**config.mk**
```make
export PLATFORM = sky130hd
export DESIGN_NAME = bridge_frame_deframer
export DESIGN_NICKNAME = d
export VERILOG_FILES = /design/src/rtl/bfd_pkg.sv /design/src/rtl/bfd_datapath.sv /design/src/rtl/bfd_ctrl.sv /design/src/rtl/bridge_frame_deframer.sv
export SDC_FILE = /design/constraint.sdc
export NUM_CORES = 1
export LEC_CHECK = 0
export BUFFER_PORTS_ARGS = -buffer_cell sky130_fd_sc_hd__buf_2
export CORE_MARGIN = 2
export CORE_UTILIZATION = 55
export DETAILED_ROUTE_END_ITERATION = 8
export PLACE_DENSITY_LB_ADDON = 0.12
export SLEW_MARGIN = 20
export SYNTH_ARGS = -nofsm -noshare
export SYNTH_HDL_FRONTEND = slang
export SYNTH_SLANG_ARGS = --single-unit
```
**constraint.sdc**
```tcl
create_clock -name clock -period 4.2 [get_ports clock]
set_clock_uncertainty 0.15 [all_clocks]
set_input_delay 0.42 -clock clock [delete_from_list [all_inputs] [get_ports clock]]
set_output_delay 0.42 -clock clock [all_outputs]
set_load 0.02 [all_outputs]
```
**src/rtl/bfd_pkg.sv**
```systemverilog
// ----------------------------------------------------------------------------
// Bridge frame deframer package
// Shared constants, state encoding and the command and status structures
// that join the controller to the datapath.
// ----------------------------------------------------------------------------
package bfd_pkg;

   localparam int PAYLOAD_MAX_DEFAULT = 64;
   localparam int HEADER_LEN          = 8;

   localparam logic [7:0] START_RESET = 8'hAA;
   localparam logic [7:0] END_RESET   = 8'h55;

   localparam int FLAG_EXT_BIT = 0;
   localparam int FLAG_FD_BIT  = 2;
   localparam int FLAG_BRS_BIT = 3;

   localparam logic CSR_START_VALUE = 1'b0;
   localparam logic CSR_END_VALUE   = 1'b1;

   typedef enum logic [3:0] {
      ST_IDLE    = 4'b0001,
      ST_COLLECT = 4'b0010,
      ST_READ    = 4'b0100,
      ST_SHOW    = 4'b1000
   } state_type;

   typedef struct packed {
      logic capture_start;
      logic store_byte;
      logic read_issue;
      logic advance;
   } cmd_type;

   typedef struct packed {
      logic start_match;
      logic frame_end;
      logic end_ok;
      logic empty;
      logic last_result;
   } status_type;

endpackage

```
**src/rtl/bfd_datapath.sv**
```systemverilog
// ----------------------------------------------------------------------------
// Bridge frame deframer datapath
// Configuration registers, fill position, header registers, payload memory
// and the result index counter.
// ----------------------------------------------------------------------------
module bfd_datapath #(
   parameter int PAYLOAD_MAX = bfd_pkg::PAYLOAD_MAX_DEFAULT
) (
   input  logic               clock,
   input  logic               reset,
   input  logic               csr_valid,
   input  logic               csr_index,
   input  logic [7:0]         csr_data,
   input  logic [7:0]         rx_byte,
   input  bfd_pkg::cmd_type   cmd,
   output bfd_pkg::status_type status,
   output logic [31:0]        can_id,
   output logic               extended_id,
   output logic               fd_format,
   output logic               bit_rate_switch,
   output logic [3:0]         length_code,
   output logic [7:0]         length_raw,
   output logic [5:0]         byte_index,
   output logic [7:0]         payload_byte,
   output logic               has_data,
   output logic               last
);

   localparam int FRAME_LEN = bfd_pkg::HEADER_LEN + PAYLOAD_MAX + 1;
   localparam int POS_W     = $clog2(FRAME_LEN);
   localparam int IDX_W     = $clog2(PAYLOAD_MAX);
   localparam int CNT_W     = $clog2(PAYLOAD_MAX + 1);

   logic [7:0]       start_value_ff, start_value_in;
   logic [7:0]       end_value_ff, end_value_in;
   logic [POS_W-1:0] pos_ff, pos_in;
   logic [IDX_W-1:0] index_ff, index_in;
   logic [31:0]      id_ff;
   logic [7:0]       flags_ff;
   logic [7:0]       code_ff;
   logic [7:0]       len_ff;
   logic [7:0]       mem_q_ff;
   logic [7:0]       payload_mem [PAYLOAD_MAX];
   logic [CNT_W-1:0] count;
   logic             in_payload;
   logic [IDX_W-1:0] wr_addr;

   always_comb begin
      start_value_in = start_value_ff;
      end_value_in   = end_value_ff;
      if (csr_valid) begin
         unique case (csr_index)
            bfd_pkg::CSR_START_VALUE: start_value_in = csr_data;
            bfd_pkg::CSR_END_VALUE:   end_value_in   = csr_data;
            default:                  start_value_in = start_value_ff;
         endcase
      end
   end

   always_comb begin
      pos_in = pos_ff;
      if (cmd.capture_start) begin
         pos_in = POS_W'(1);
      end else if (cmd.store_byte) begin
         pos_in = status.frame_end ? '0 : pos_ff + POS_W'(1);
      end
   end

   always_comb begin
      index_in = index_ff;
      if (cmd.capture_start) begin
         index_in = '0;
      end else if (cmd.advance) begin
         index_in = index_ff + IDX_W'(1);
      end
   end

   always_ff @(posedge clock) begin
      if (reset) begin
         start_value_ff <= bfd_pkg::START_RESET;
         end_value_ff   <= bfd_pkg::END_RESET;
         pos_ff         <= '0;
         index_ff       <= '0;
      end else begin
         start_value_ff <= start_value_in;
         end_value_ff   <= end_value_in;
         pos_ff         <= pos_in;
         index_ff       <= index_in;
      end
   end

   assign in_payload = !status.frame_end && (pos_ff >= POS_W'(bfd_pkg::HEADER_LEN));
   assign wr_addr    = IDX_W'(pos_ff - POS_W'(bfd_pkg::HEADER_LEN));

   always_ff @(posedge clock) begin
      if (cmd.store_byte) begin
         unique case (pos_ff)
            POS_W'(1): id_ff[7:0]   <= rx_byte;
            POS_W'(2): id_ff[15:8]  <= rx_byte;
            POS_W'(3): id_ff[23:16] <= rx_byte;
            POS_W'(4): id_ff[31:24] <= rx_byte;
            POS_W'(5): flags_ff     <= rx_byte;
            POS_W'(6): code_ff      <= rx_byte;
            POS_W'(7): len_ff       <= rx_byte;
            default:   len_ff       <= len_ff;
         endcase
      end
   end

   always_ff @(posedge clock) begin
      if (cmd.store_byte && in_payload) begin
         payload_mem[wr_addr] <= rx_byte;
      end
      if (cmd.read_issue) begin
         mem_q_ff <= payload_mem[index_ff];
      end
   end

   assign count = (len_ff > 8'(PAYLOAD_MAX)) ? CNT_W'(PAYLOAD_MAX) : CNT_W'(len_ff);

   assign status.start_match = (rx_byte == start_value_ff);
   assign status.frame_end   = (pos_ff == POS_W'(FRAME_LEN - 1));
   assign status.end_ok      = (rx_byte == end_value_ff);
   assign status.empty       = (count == '0);
   assign status.last_result = status.empty || ((CNT_W'(index_ff) + CNT_W'(1)) == count);

   assign can_id          = id_ff;
   assign extended_id     = flags_ff[bfd_pkg::FLAG_EXT_BIT];
   assign fd_format       = flags_ff[bfd_pkg::FLAG_FD_BIT];
   assign bit_rate_switch = flags_ff[bfd_pkg::FLAG_BRS_BIT];
   assign length_code     = code_ff[3:0];
   assign length_raw      = len_ff;
   assign byte_index      = status.empty ? 6'd0 : 6'(index_ff);
   assign payload_byte    = status.empty ? 8'd0 : mem_q_ff;
   assign has_data        = !status.empty;
   assign last            = status.last_result;

endmodule

```
**src/rtl/bfd_ctrl.sv**
```systemverilog
// ----------------------------------------------------------------------------
// Bridge frame deframer controller
// Sequences frame collection, the end byte check and result emission.
// ----------------------------------------------------------------------------
module bfd_ctrl (
   input  logic                clock,
   input  logic                reset,
   input  logic                req_valid,
   output logic                req_stall,
   output logic                rsp_valid,
   input  logic                rsp_stall,
   input  bfd_pkg::status_type status,
   output bfd_pkg::cmd_type    cmd
);

   bfd_pkg::state_type state_ff, state_in;

   always_comb begin
      state_in          = state_ff;
      cmd               = '0;
      req_stall         = 1'b1;
      rsp_valid         = 1'b0;
      unique case (state_ff)
         bfd_pkg::ST_IDLE: begin
            req_stall = 1'b0;
            if (req_valid && status.start_match) begin
               cmd.capture_start = 1'b1;
               state_in          = bfd_pkg::ST_COLLECT;
            end
         end
         bfd_pkg::ST_COLLECT: begin
            req_stall = 1'b0;
            if (req_valid) begin
               cmd.store_byte = 1'b1;
               if (status.frame_end) begin
                  priority if (!status.end_ok) begin
                     state_in = bfd_pkg::ST_IDLE;
                  end else if (status.empty) begin
                     state_in = bfd_pkg::ST_SHOW;
                  end else begin
                     state_in = bfd_pkg::ST_READ;
                  end
               end
            end
         end
         bfd_pkg::ST_READ: begin
            cmd.read_issue = 1'b1;
            state_in       = bfd_pkg::ST_SHOW;
         end
         bfd_pkg::ST_SHOW: begin
            rsp_valid = 1'b1;
            if (!rsp_stall) begin
               if (status.last_result) begin
                  state_in = bfd_pkg::ST_IDLE;
               end else begin
                  cmd.advance = 1'b1;
                  state_in    = bfd_pkg::ST_READ;
               end
            end
         end
         default: begin
            state_in = bfd_pkg::ST_IDLE;
         end
      endcase
   end

   always_ff @(posedge clock) begin
      if (reset) begin
         state_ff <= bfd_pkg::ST_IDLE;
      end else begin
         state_ff <= state_in;
      end
   end

endmodule

```
**src/rtl/bridge_frame_deframer.sv**
```systemverilog
// A byte is taken in the cycle it is presented. The end byte of a good frame
// leads to the read state, which issues the registered payload memory read,
// then to the show state; for an empty payload the result shows in the cycle
// after its end byte. Throughput: one byte per cycle while collecting.
// Reset is synchronous and active high; it leaves the block idle, hunting for
// the start byte, with both configuration registers at their reset values.
// ----------------------------------------------------------------------------
// Bridge frame deframer
// Collects fixed-size frames from a serial byte stream and emits one result
// transaction per payload byte of each frame whose end byte checks good, or one empty result when its length is zero.
// ----------------------------------------------------------------------------
module bridge_frame_deframer #(
   parameter int PAYLOAD_MAX = bfd_pkg::PAYLOAD_MAX_DEFAULT
) (
   input  logic        clock,
   input  logic        reset,
   input  logic        req_valid,
   output logic        req_stall,
   input  logic [7:0]  req_rx_byte,
   output logic        rsp_valid,
   input  logic        rsp_stall,
   output logic [31:0] rsp_can_id,
   output logic        rsp_extended_id,
   output logic        rsp_fd_format,
   output logic        rsp_bit_rate_switch,
   output logic [3:0]  rsp_length_code,
   output logic [7:0]  rsp_length_raw,
   output logic [5:0]  rsp_byte_index,
   output logic [7:0]  rsp_payload_byte,
   output logic        rsp_has_data,
   output logic        rsp_last,
   input  logic        csr_valid,
   output logic        csr_ready,
   input  logic        csr_index,
   input  logic [7:0]  csr_data
);

   bfd_pkg::cmd_type    cmd;
   bfd_pkg::status_type status;

   assign csr_ready = 1'b1;

   bfd_ctrl u_ctrl (
      .clock     (clock),
      .reset     (reset),
      .req_valid (req_valid),
      .req_stall (req_stall),
      .rsp_valid (rsp_valid),
      .rsp_stall (rsp_stall),
      .status    (status),
      .cmd       (cmd)
   );

   bfd_datapath #(
      .PAYLOAD_MAX (PAYLOAD_MAX)
   ) u_datapath (
      .clock           (clock),
      .reset           (reset),
      .csr_valid       (csr_valid && csr_ready),
      .csr_index       (csr_index),
      .csr_data        (csr_data),
      .rx_byte         (req_rx_byte),
      .cmd             (cmd),
      .status          (status),
      .can_id          (rsp_can_id),
      .extended_id     (rsp_extended_id),
      .fd_format       (rsp_fd_format),
      .bit_rate_switch (rsp_bit_rate_switch),
      .length_code     (rsp_length_code),
      .length_raw      (rsp_length_raw),
      .byte_index      (rsp_byte_index),
      .payload_byte    (rsp_payload_byte),
      .has_data        (rsp_has_data),
      .last            (rsp_last)
   );

endmodule

```
---- Word-level counts from Yosys, hierarchy flattened ----
Memories as Yosys holds them, arrays and structs flattened. A register that Yosys moved wholly into a read port is not among the register bits.
Index checks and enable logic that the tools add are counted.
operators by class
  magnitude comparators ................... 2
  add/subtract/negate cells ............... 4
  bitwise operators ....................... 1
  muxes and demuxes ....................... 26
  equality and inequality tests ........... 19
  reduce and logical (&&, ||, !) cells .... 20
operators by type and width
  kind                                                                              number
  7-bit by 3-bit equality test with 1-bit output (second input constant)            4
  4-bit 2-to-1 mux                                                                  6
  2-bit AND reduction                                                               9
  8-bit equality test                                                               2
  4-bit case mux with 4 select lines                                                1
  7-bit by 2-bit equality test with 1-bit output (second input constant)            2
  1-bit 2-to-1 mux                                                                  14
  7-bit 2-to-1 mux                                                                  2
  8-bit by 7-bit greater-than comparator with 1-bit output (second input constant)  1
  8-bit 2-to-1 mux                                                                  1
  6-bit by 1-bit adder with 7-bit output (second input constant)                    1
  7-bit by 1-bit adder with 7-bit output (second input constant)                    1
  7-bit by 1-bit equality test with 1-bit output (second input constant)            1
  7-bit equality test                                                               1
  7-bit equality test (second input constant)                                       1
  7-bit by 4-bit >= comparator with 1-bit output (second input constant)            1
  7-bit zero test                                                                   1
  6-bit by 1-bit adder with 6-bit output (second input constant)                    1
  6-bit 2-to-1 mux                                                                  1
  6-bit by 4-bit subtractor with 6-bit output (second input constant)               1
  4-bit by 1-bit equality test with 1-bit output (second input constant)            1
  4-bit by 2-bit equality test with 1-bit output (second input constant)            1
  4-bit by 3-bit equality test with 1-bit output (second input constant)            1
  4-bit equality test (second input constant)                                       1
  other kinds (10)                                                                  16
word-level totals
  word-level logic and storage cells ...... 86
  register bits ........................... 81
  bits of input ports ..................... 22
  memories ................................ 1
  memory bits (writable) .................. 512
memory list
  memory                  words  bits a word  rd ports  clocked after Yosys merged registers in  wr ports  RTL line            RTL
  u_datapath.payload_mem  64     8            1         1                                        1         bfd_datapath.sv:43  logic [7:0] payload_mem [PAYLOAD_MAX];

---- Logic depth before layout (Yosys ltp) ----
Gate-level depths: netlist of run 1.
  depth after elaboration ................. 8
  gate-level depth with buffers ........... 8

---- By module ----
A second synthesis of run 1 with hierarchy kept.
unflattened totals
  cells, all modules ...................... 1282
  area total of the unflattened synthesis .. 23891.7 µm²
by module, submodules not included
  module                 instances  area an instance (µm²)  sequential area each (µm²)  cells each
  bfd_datapath           1          23548.8                 17606.9                     1243
  bfd_ctrl               1          331.6                   80.1                        37
  bridge_frame_deframer  1          11.3                    0.0                         2

---- Least setup slack after synthesis of run 1 ----
No wires, ideal clock.
  path type ............................... reg-to-reg
  start ................................... register u_ctrl.state_ff[0]
  end ..................................... memory u_datapath.payload_mem[37][0] (enable)
  path slack .............................. 1.599 ns
  arrival ................................. 2.081 ns
  clock period less this slack ............ 2.601 ns
  path buffers ............................ 1
  cell stages (with the launch flop) ...... 7
  library setup time ...................... 0.370 ns
  cells stage by stage .................... dfxtp_1 > buf_2 > nor4b_1 > nand2_1 > nor3_1 > nand3_1 > nor2_1
on the way
  longest elaborated chain between the ends .. 5
ends and longest elaborated chain
  what                                            RTL line             RTL
  start, declared                                 bfd_ctrl.sv:16       bfd_pkg::state_type state_ff, state_in;
  start signal, assigned                          bfd_ctrl.sv:69       state_ff <= bfd_pkg::ST_IDLE;
  start signal, assigned                          bfd_ctrl.sv:71       state_ff <= state_in;
  4-bit by 2-bit equality test with 1-bit output  bfd_ctrl.sv:23       unique case (state_ff)
  1-bit 2-to-1 mux                                bfd_ctrl.sv:23
  1-bit logical AND                               bfd_datapath.sv:111  if (cmd.store_byte && in_payload) begin
  1-bit 2-to-1 mux                                bfd_datapath.sv:111
  1-bit 2-to-1 mux (not written as such)          bfd_datapath.sv:112  payload_mem[wr_addr] <= rx_byte;
  end, declared                                   bfd_datapath.sv:43
No other way between the ends.

---- Worst setup path in the final report of run 1 ----
  start ................................... register u_datapath.index_ff[1]
  end ..................................... output port rsp_last
on the way
  longest elaborated chain between the ends .. 3
ends and longest elaborated chain
  what                                    RTL line                     RTL
  start, declared                         bfd_datapath.sv:37           logic [IDX_W-1:0] index_ff, index_in;
  start signal, assigned                  bfd_datapath.sv:88           index_ff <= index_in;
  6-bit by 1-bit adder with 7-bit output  bfd_datapath.sv:125          assign status.last_result = status.empty || ((CNT_W'(index_ff) + CNT_W'(1)) == count);
  7-bit equality test                     bfd_datapath.sv:125
  1-bit logical OR                        bfd_datapath.sv:125
  end, declared                           bridge_frame_deframer.sv:31  output logic rsp_last,
No other way between the ends.

==> results.cfg, run 1 <==
[synthesis]
synthesis.nets = 1206
synth_edf_count = 567
avgSynthCellArea_um2 = 20.10
synth_mux_area_frac = 0.1540
synthTopCellsByArea = edfxtp_1, mux4_2, dfxtp_1
yosysTopAreaCell = edfxtp_1
ys_ff_latch = 600
yosysUniqueCellTypes = 52
synth-compound-area-share = 0.02200
synth_top_family_by_area = multiplexers
async_flop_share = 0
netlist_instances = 1177
synth_top_flop_cell = edfxtp_1
yosysWarnings = 0
synth_top_area_frac = 0.7198
synth_xor_area_frac = 0.009997
synthSimpleGateAreaFrac = 0.04814
synth_fa_ha_area_frac = 0.003703
ys_seq_area_frac = 0.7477
syn_area_um2 = 23650

[timing]
setup-tns-final_ns = 0
worst_pin_slew_ns = 1.005
relSlewSlack = 0.3275
rsz0062_at_grt = no
hold_viol = 0
min_period_over_period = 0.8870
setup_viol = 0
final.min_clock_period_ns = 3.725
drv_slew = 0
timing.final.ws_setup_ns = 0.4745
max_freq_mhz = 268.4

[grt]
grt_pass1_wl_um = 82330
grt_pass1_vias = 12130
gr-usage-all-layers = 0.2580
antenna_found_initial = 1
grt_max_degree = 72
overflow = 0

[floorplanning]
die_height_um = 211.4
core_um2 = 42230
dieArea_um2 = 44680
start_util = 0.5601
io_pins = 88
die_x_um = 211.4
rows = 75

[drt]
num_vias = 12110
viasPerCell = 6.405
wl_um = 55490
ant_nets = 0
dr.pass1.iters = 7
wl_per_cell_um = 29.34
drt_iter0_markers = 1354
drc_errors = 0

[clock_network]
clk_latency_ns = 0.62
post_cts_resized = 0
clock_sinks = 600
htreeDepth = 2
cts_setup_buffers = 0
clkTransAtPathRegs_ns = 0.07
cts_hold_buf = 12
cts_root_buf = clkbuf_16
numCtsBuffers = 59
cts_tree = done
clk_path_buf_depth = 3

[power_and_ir_drop]
leakagePower_nw = 8.368
power_density_nw_per_um2 = 452.7
vdd_ir_drop_max_mv = 0.3741

[finish]
seq_area_um2 = 17700
fin_util = 0.6352
antenna_cells = 0
fillers = 2877
final_net_count = 1332
drive_gt1_frac = 0.2818
final_cell_mix = edfxtp_1, mux4_2, nor2_1
multiInputGateArea_um2 = 5633
area_growth_pct = 13.40
mostFrequentLayoutCell = edfxtp_1

[flow_run]
max-cap-violations = 0

[worst_setup_path]
cpMaxStageDelayCell = dfxtp_4
end_kind = output port
crit_family = flip-flops
crit_type = flop to output port
critical_path.max_fanout = 41
arrival_ns = 3.16
cp-start-kind = flop
path_buf_inv = 1
slowest_delay_ns = 0.78
path_cells = ha_1 > xor2_1 > a221o_1 > o211ai_1 > o2111ai_2 > nand2_1 > buf_2
cp.required_ns = 3.63

[placed_design]
dp_hpwl_um = 34220
gp_congestion = 0.8379
dp_slack_ns = 0.9075
portBuffers = 86

[min_path]
hold_path_class = primary input to flop

[outcome]
status = finished clean
power breakdown:
group,switching (mW),total [mW],internal (mW)
logic,0.141,0.180,0.0394
clock network,2.27,5.42,3.15
registers,0.00604,6.55,6.54
per-layer routing:
metal	share of wire	global-route usage	vias up
li1	-	-	5064
met1	0.42	0.3902	6393
met2	0.46	0.3844	579
met3	0.090	0.05711	76
met4	0.023	0.07382	0
met5	0	0	-
per-stage QoR:
stage,instances,hold slack [ns],area [um^2],total power [mW]
finish,1891,0.05509,26820,12.14
global route,1891,0.06983,26820,12.44
CTS,1891,0.03407,26820,12.21
global placement,1769,0.3064,24700,6.845
floorplan,1177,0.2981,23650,6.718
detailed placement,1769,0.3126,24700,6.849
path summary, 6_finish.rpt:
kind	startpoint	end	slack [ns]	depth (start not counted)
worst max-delay path	u_datapath.index_ff[1]$_SDFFE_PP0P_	rsp_last	0.47	7
worst min-delay path	reset	u_datapath.start_value_ff[6]$_SDFFE_PP0P_	0.06	2
worst max register to register	u_datapath.pos_ff[0]$_SDFFE_PP0P_	u_datapath.payload_mem[35][1]$_DFFE_PP_	0.89	6
worst min register to register	u_datapath.end_value_ff[3]$_SDFFE_PP0P_	u_datapath.end_value_ff[3]$_SDFFE_PP0P_	0.33	2
final cells by class:
type                    count  area share
inverters                  11    0.001539
flip-flops and latches    600      0.6597
clock buffers              73     0.05812
clock inverters            37     0.01633
multi-input cells         507      0.2100
well taps                 539     0.02514
repair buffers            124     0.02920
flip-flops by register name, summed over array words and instances (netlist names), 6 cells and up:
register / count
u_datapath.payload_mem: 512
u_datapath.can_id: 32
u_datapath.end_value_ff: 8
u_datapath.length_raw: 8
u_datapath.mem_q_ff: 8
u_datapath.start_value_ff: 8
u_datapath.pos_ff: 7
u_datapath.index_ff: 6
cells by family after synthesis:
group,count (synthesis)
buffers and inverters,70
AND/OR/NAND/NOR,235
XOR/XNOR,27
adder cells (fa/ha/maj),7
multiplexers,164
flip-flops,600
AO/OA/AOI/OAI,73
other,1
Yosys cell counts, drive strengths merged, types with 2 or more instances:
| library cell | count |
|---|---|
| clkbuf | 17 |
| o2111ai | 2 |
| o21ai | 7 |
| buf | 42 |
| and3 | 10 |
| or2 | 3 |
| a211oi | 4 |
| nor4b | 4 |
| nor2 | 100 |
| xnor2 | 15 |
| edfxtp | 567 |
| a211o | 9 |
| nor4 | 5 |
| and2 | 15 |
| a2111oi | 2 |
| xor2 | 12 |
| a22oi | 14 |
| o22ai | 2 |
| mux2i | 4 |
| mux4 | 160 |
| a21o | 2 |
| nand3b | 7 |
| dfxtp | 33 |
| nand4 | 6 |
| a31o | 3 |
| clkinv | 2 |
| nor3 | 7 |
| a31oi | 3 |
| inv | 9 |
| a21oi | 17 |
| ha | 7 |
| nand2 | 36 |
| nor2b | 7 |
| or3 | 10 |
| nand2b | 7 |
| nand3 | 16 |
Power figures use the tool's default switching activity.
==> run 2: changes to the inputs <==
--- a/config.mk
+++ b/config.mk
@@ -5,10 +5,11 @@
 export SDC_FILE = /design/constraint.sdc
 export NUM_CORES = 1
 export LEC_CHECK = 0
-export BUFFER_PORTS_ARGS = -buffer_cell sky130_fd_sc_hd__buf_2
 export CORE_MARGIN = 2
 export CORE_UTILIZATION = 55
 export DETAILED_ROUTE_END_ITERATION = 8
+export DONT_BUFFER_PORTS = 1
+export GPL_TIMING_DRIVEN = 0
 export PLACE_DENSITY_LB_ADDON = 0.12
 export SLEW_MARGIN = 20
 export SYNTH_ARGS = -nofsm -noshare
==> constraint.sdc (replaced) <==
create_clock -name clock -period 4.6 [get_ports clock]
set_clock_uncertainty 0.15 [all_clocks]
set_input_delay 0.46 -clock clock [delete_from_list [all_inputs] [get_ports clock]]
set_output_delay 0.46 -clock clock [all_outputs]
set_load 0.02 [all_outputs]
==> run 2 against run 1 <==
Compared with the run above:
- non-clock buffer count shrank 44
- utilization shrank 0.10 points
- sequential power shrank 8.7%
- combinational power shrank 12%
- clock power shrank 3.9%
- critical endpoint is now u_datapath.mem_q_ff[3]$_DFFE_PP_
==> results.cfg, run 2 (same netlist as run 1, synthesis figures left out) <==
[outcome]
status = finished clean

[placed_design]
dp_hpwl_um = 35020
portBuffers = 0
dp_slack_ns = 0.8623
gp_congestion = 0.8441
placed_area_um2 = 24340

[timing]
final.min_clock_period_ns = 3.785
timing.final.ws_setup_ns = 0.8146
relSlewSlack = 0.2011
rsz0062_at_grt = no
holdWs_ns = 0.03972
worst_pin_slew_ns = 1.198
drv_slew = 0
setup-tns-final_ns = 0
max_freq_mhz = 264.2
setup_viol = 0
hold_viol = 0
min_period_over_period = 0.8229

[drt]
wl_um = 56650
drc_errors = 0
num_vias = 12010
ant_nets = 0
wl_per_cell_um = 30.65
viasPerCell = 6.496
drt_iter0_markers = 1478
dr.pass1.iters = 8

[power_and_ir_drop]
vdd_ir_drop_max_mv = 0.3972
leakagePower_nw = 8.227
seq_power_share = 0.527
power_density_nw_per_um2 = 423.5
switchingPower_mw = 2.182
swShare = 0.1924
pwr-share-comb = 0.014
p_int_mw = 9.161
clockPowerShare = 0.459

[finish]
final_cell_mix = edfxtp_1, mux4_2, nor2_1
fin_area_um2 = 26780
mostFrequentLayoutCell = edfxtp_1
fillers = 2941
antenna_cells = 0
regMostFlops = u_datapath.payload_mem
drive_gt1_frac = 0.2269
largest_reg_flops = 512
final_net_count = 1288
area_growth_pct = 13.22

[grt]
overflow = 0
antenna_found_initial = 1
gr-usage-all-layers = 0.2617
grt_pass1_wl_um = 82140
grt_pass1_vias = 11770
grt_max_degree = 72

[floorplanning]
die_x_um = 211.4
core_um2 = 42230
dieArea_um2 = 44680
die_height_um = 211.4
start_util = 0.5601
io_pins = 88
rows = 75

[worst_setup_path]
arrival_ns = 3.99
cp.required_ns = 4.80
end_kind = flop
cp-start-kind = flop
path_buf_inv = 2
slowest_delay_ns = 0.94
cpMaxStageDelayCell = buf_1
crit_family = buffers and inverters
crit_type = flop to flop
path_cells = buf_1 > buf_1 > mux4_2 > mux4_2 > a22oi_1 > nand2_1
critical_path.max_fanout = 10

[clock_network]
cts_root_buf = clkbuf_16
clock_sinks = 600
cts_tree = done
numCtsBuffers = 59
cts_setup_buffers = 0
htreeDepth = 2
clkTransAtPathRegs_ns = 0.07
clk_path_buf_depth = 3
clk_latency_ns = 0.61

[flow_run]
max-cap-violations = 0

[min_path]
hold_path_class = primary input to flop
[run 2: changes by cell type in the layout (fill, tap and decap cells not counted), moves of 5 or more]
cell,before,now
buf_2,86,12
buf_1,0,17
buf_4,23,11
clkbuf_1,11,23
clkinv_1,5,14
buf_16,0,8
clkinv_2,6,12
bufinv_16,8,13
clkinv_4,5,0
clkinvlp_4,11,6
[run 2: worst register-to-register path, delay by kind of cell, from the launching register on]
family / cells / cell delay [ns]
and+or+nand+nor: 1 / 0.11
buffers and inverters: 2 / 1.58
muxes: 2 / 1.03
AOI/OAI and AO/OA: 1 / 0.22
DFF: 1 / 0.43
[run 2: worst paths after layout]
| path | to | slack (ns) | startpoint | cells after the start |
|---|---|---|---|---|
| setup / recovery | u_datapath.mem_q_ff[3]$_DFFE_PP_ | 0.81 | u_datapath.index_ff[1]$_SDFFE_PP0P_ | 6 |
| hold / removal | u_ctrl.state_ff[3]$_SDFFE_PP0P_ | 0.04 | rsp_stall | 3 |
| setup reg to reg | u_datapath.mem_q_ff[3]$_DFFE_PP_ | 0.81 | u_datapath.index_ff[1]$_SDFFE_PP0P_ | 6 |
| hold reg to reg | u_datapath.end_value_ff[5]$_SDFFE_PP0P_ | 0.32 | u_datapath.end_value_ff[5]$_SDFFE_PP0P_ | 2 |
[run 2: metal layers]
metal | global-route usage | vias up | routed length, um
li1 | - | 4996 | -
met3 | 0.04806 | 90 | 4485
met5 | 0 | - | 0
met1 | 0.3795 | 6410 | 23340
met4 | 0.07164 | 0 | 1168
met2 | 0.4161 | 509 | 27660
[run 2: power by group through the flow]
| stage | registers (mW) | clock network, mW | logic, mW |
|---|---|---|---|
| floorplan | 6.10 | 0 | 0.0375 |
| detailed placement | 6.10 | 0 | 0.0452 |
| global route | 5.98 | 5.46 | 0.171 |
| global placement | 6.10 | 0 | 0.0444 |
| finish | 5.98 | 5.21 | 0.159 |
| CTS | 5.98 | 5.25 | 0.158 |
[run 2: timing repair]
| action | CTS | global route |
|---|---|---|
| hold buffers | 20 | 0 |
| gates resized for setup | 0 | 0 |
| endpoints found under the hold margin | 587 | 0 |
[run 2: final cells by class]
type,instances,area (um^2),area share
flip-flops and latches,600,17690,0.6604
multi-input cells,507,5635,0.2104
clock buffers,67,1549,0.05784
well taps,539,674.4,0.02518
clock inverters,44,549.3,0.02051
repair buffers,21,347.8,0.01299
plain buffers,59,296.5,0.01107
inverters,11,41.29,0.001542
[run 2: stage by stage]
| stage | utilization | cells | power (mW) |
|---|---|---|---|
| final | 0.6342 | 1848 | 11.34 |
| after global routing | 0.6342 | 1848 | 11.61 |
| after CTS | 0.6342 | 1848 | 11.39 |
| after detailed placement | 0.5764 | 1717 | 6.140 |
| after global placement | 0.5761 | 1716 | 6.140 |
| after floorplan | - | 1177 | 6.134 |
==> run 3: changes to the inputs <==
==> constraint.sdc (replaced) <==
create_clock -name clock -period 3.9 [get_ports clock]
set_clock_uncertainty 0.15 [all_clocks]
set_input_delay 0.39 -clock clock [delete_from_list [all_inputs] [get_ports clock]]
set_output_delay 0.39 -clock clock [all_outputs]
set_load 0.02 [all_outputs]
==> run 3 against run 2 <==
Compared with the run above:
- via count decreased by 1.0%
- die area unchanged
- sequential share of layout area decreased by 0.14 points
- sequential cell count unchanged
- non-clock buffer count increased by 5
- clock power increased by 18%
- largest cell class unchanged
==> results.cfg, run 3 (same netlist as run 1, synthesis figures left out) <==
[outcome]
status = finished clean

[worst_setup_path]
r2r-start = u_datapath.index_ff[1]$_SDFFE_PP0P_
critical_path.max_fanout = 10
rrSetupSlack_ns = 0.15
crit_type = flop to flop
end_kind = flop
cp-start-kind = flop
reg2reg_depth = 6
reg2reg_to = u_datapath.mem_q_ff[4]$_DFFE_PP_
arrival_ns = 3.94
cp.required_ns = 4.09

[min_path]
hold-path-cell-count = 1
hold_path_class = primary input to flop
hp-start = req_rx_byte[5]
worstHoldEndpoint = u_datapath.payload_mem[52][5]$_DFFE_PP_

[finish]
regMostFlops = u_datapath.payload_mem
fin_util = 0.6356
drive_gt1_frac = 0.2291
multiInputGateArea_um2 = 5643
antenna_cells = 0
fillers = 2931
area_growth_pct = 13.47
seq_area_um2 = 17690
final_net_count = 1293
largest_reg_flops = 512
final_cell_mix = edfxtp_1, mux4_2, nor2_1
mostFrequentLayoutCell = edfxtp_1

[floorplanning]
rows = 75
die_x_um = 211.4
die_height_um = 211.4
core_um2 = 42230
io_pins = 88
dieArea_um2 = 44680
start_util = 0.5601

[clock_network]
cts_root_buf = clkbuf_16
htreeDepth = 2
clk_latency_ns = 0.61
cts_tree = done
clk_path_buf_depth = 3
numCtsBuffers = 59
clkTransAtPathRegs_ns = 0.07
clock_sinks = 600

[power_and_ir_drop]
total_power_mw = 13.38
seq_power_share = 0.527
vdd_ir_drop_max_mv = 0.4669
leakagePower_nw = 8.251
swShare = 0.1924
power_density_nw_per_um2 = 498.6
switchingPower_mw = 2.575
pwr-share-comb = 0.014
clockPowerShare = 0.459
p_int_mw = 10.81

[timing]
max_freq_mhz = 266.8
hold_viol = 0
drv_slew = 0
min_period_over_period = 0.9612
relSlewSlack = 0.2412
final.min_clock_period_ns = 3.749
setup_viol = 0
rsz0062_at_grt = yes
holdWs_ns = 0.009425
worst_pin_slew_ns = 1.138
setup-tns-final_ns = 0

[placed_design]
dp_hpwl_um = 35020
gp_congestion = 0.8441
portBuffers = 0

[grt]
grt_max_degree = 73
grt_pass1_vias = 11820
overflow = 0
grt_pass1_wl_um = 82370
gr-usage-all-layers = 0.2627
antenna_found_initial = 1

[drt]
ant_nets = 0
num_vias = 11880
dr.pass1.iters = 5
wl_per_cell_um = 30.67
drc_errors = 0
drt_iter0_markers = 1455
viasPerCell = 6.411
wl_um = 56840

[flow_run]
max-cap-violations = 0
run 3: changes by cell type in the layout (fill, tap and decap cells not counted), sizes merged:
cell         before  now
dlygate4sd3      12   17
run 3: routing by layer:
layer / wire, um / vias to the layer above / track usage
met5: 13 / - / 0
met4: 1338 / 2 / 0.07479
met3: 4247 / 103 / 0.05073
met2: 27530 / 510 / 0.4164
met1: 23710 / 6266 / 0.3790
li1: - / 4999 / -
run 3: area by class of cell:
type	count	share of cell area
buffer	59	0.01110
clock inverter	44	0.02047
timing repair buffer	26	0.01482
inverter	11	0.001538
tap	539	0.02513
multi-input combinational	507	0.2102
clock buffer	67	0.05771
sequential	600	0.6590
run 3: worst max path at each step:
stage                                             start                                      end  depth (start not counted)
floorplan               u_ctrl.state_ff[0]$_SDFFE_PP1P_  u_datapath.payload_mem[37][0]$_DFFE_PP_                          6
global placement    u_datapath.index_ff[1]$_SDFFE_PP0P_         u_datapath.mem_q_ff[3]$_DFFE_PP_                          6
CTS                 u_datapath.index_ff[1]$_SDFFE_PP0P_         u_datapath.mem_q_ff[3]$_DFFE_PP_                          6
global route            u_ctrl.state_ff[0]$_SDFFE_PP1P_  u_datapath.payload_mem[21][0]$_DFFE_PP_                          6
detailed placement  u_datapath.index_ff[1]$_SDFFE_PP0P_         u_datapath.mem_q_ff[3]$_DFFE_PP_                          6
finish              u_datapath.index_ff[1]$_SDFFE_PP0P_         u_datapath.mem_q_ff[4]$_DFFE_PP_                          6
run 3: critical path, stage by stage, from the launching register on:
cell and delay [ns]:
dfxtp_1 0.43, buf_1 0.65, buf_1 0.91, mux4_2 0.46, mux4_2 0.54, a22oi_1 0.21
nand2_1 0.11
run 3: what timing repair did:
| action | in CTS | in global routing |
|---|---|---|
| hold endpoints to repair | 587 | 0 |
| gates resized for setup | 0 | 3 |
| setup endpoints to repair | 0 | 43 |
| hold buffers | 25 | 0 |
| buffers inserted | 0 | 0 |
run 3: power groups by stage:
stage | Clock (mW) | Combinational, mW | Sequential [mW]
6_report | 6.14 | 0.193 | 7.05
4_1_cts | 6.20 | 0.192 | 7.05
5_1_grt | 6.44 | 0.208 | 7.05
2_1_floorplan | 0 | 0.0442 | 7.19
3_3_place_gp | 0 | 0.0524 | 7.19
3_5_place_dp | 0 | 0.0533 | 7.19
run 3: stage by stage:
| step | setup slack [ns] | std cells | cell area (um^2) |
|---|---|---|---|
| after floorplan | 1.299 | 1177 | 23650 |
| after global placement | 0.1870 | 1716 | 24330 |
| after detailed placement | 0.1623 | 1717 | 24340 |
| after CTS | 0.1382 | 1853 | 26830 |
| after global routing | -0.04738 | 1853 | 26840 |
| final | 0.1515 | 1853 | 26840 |
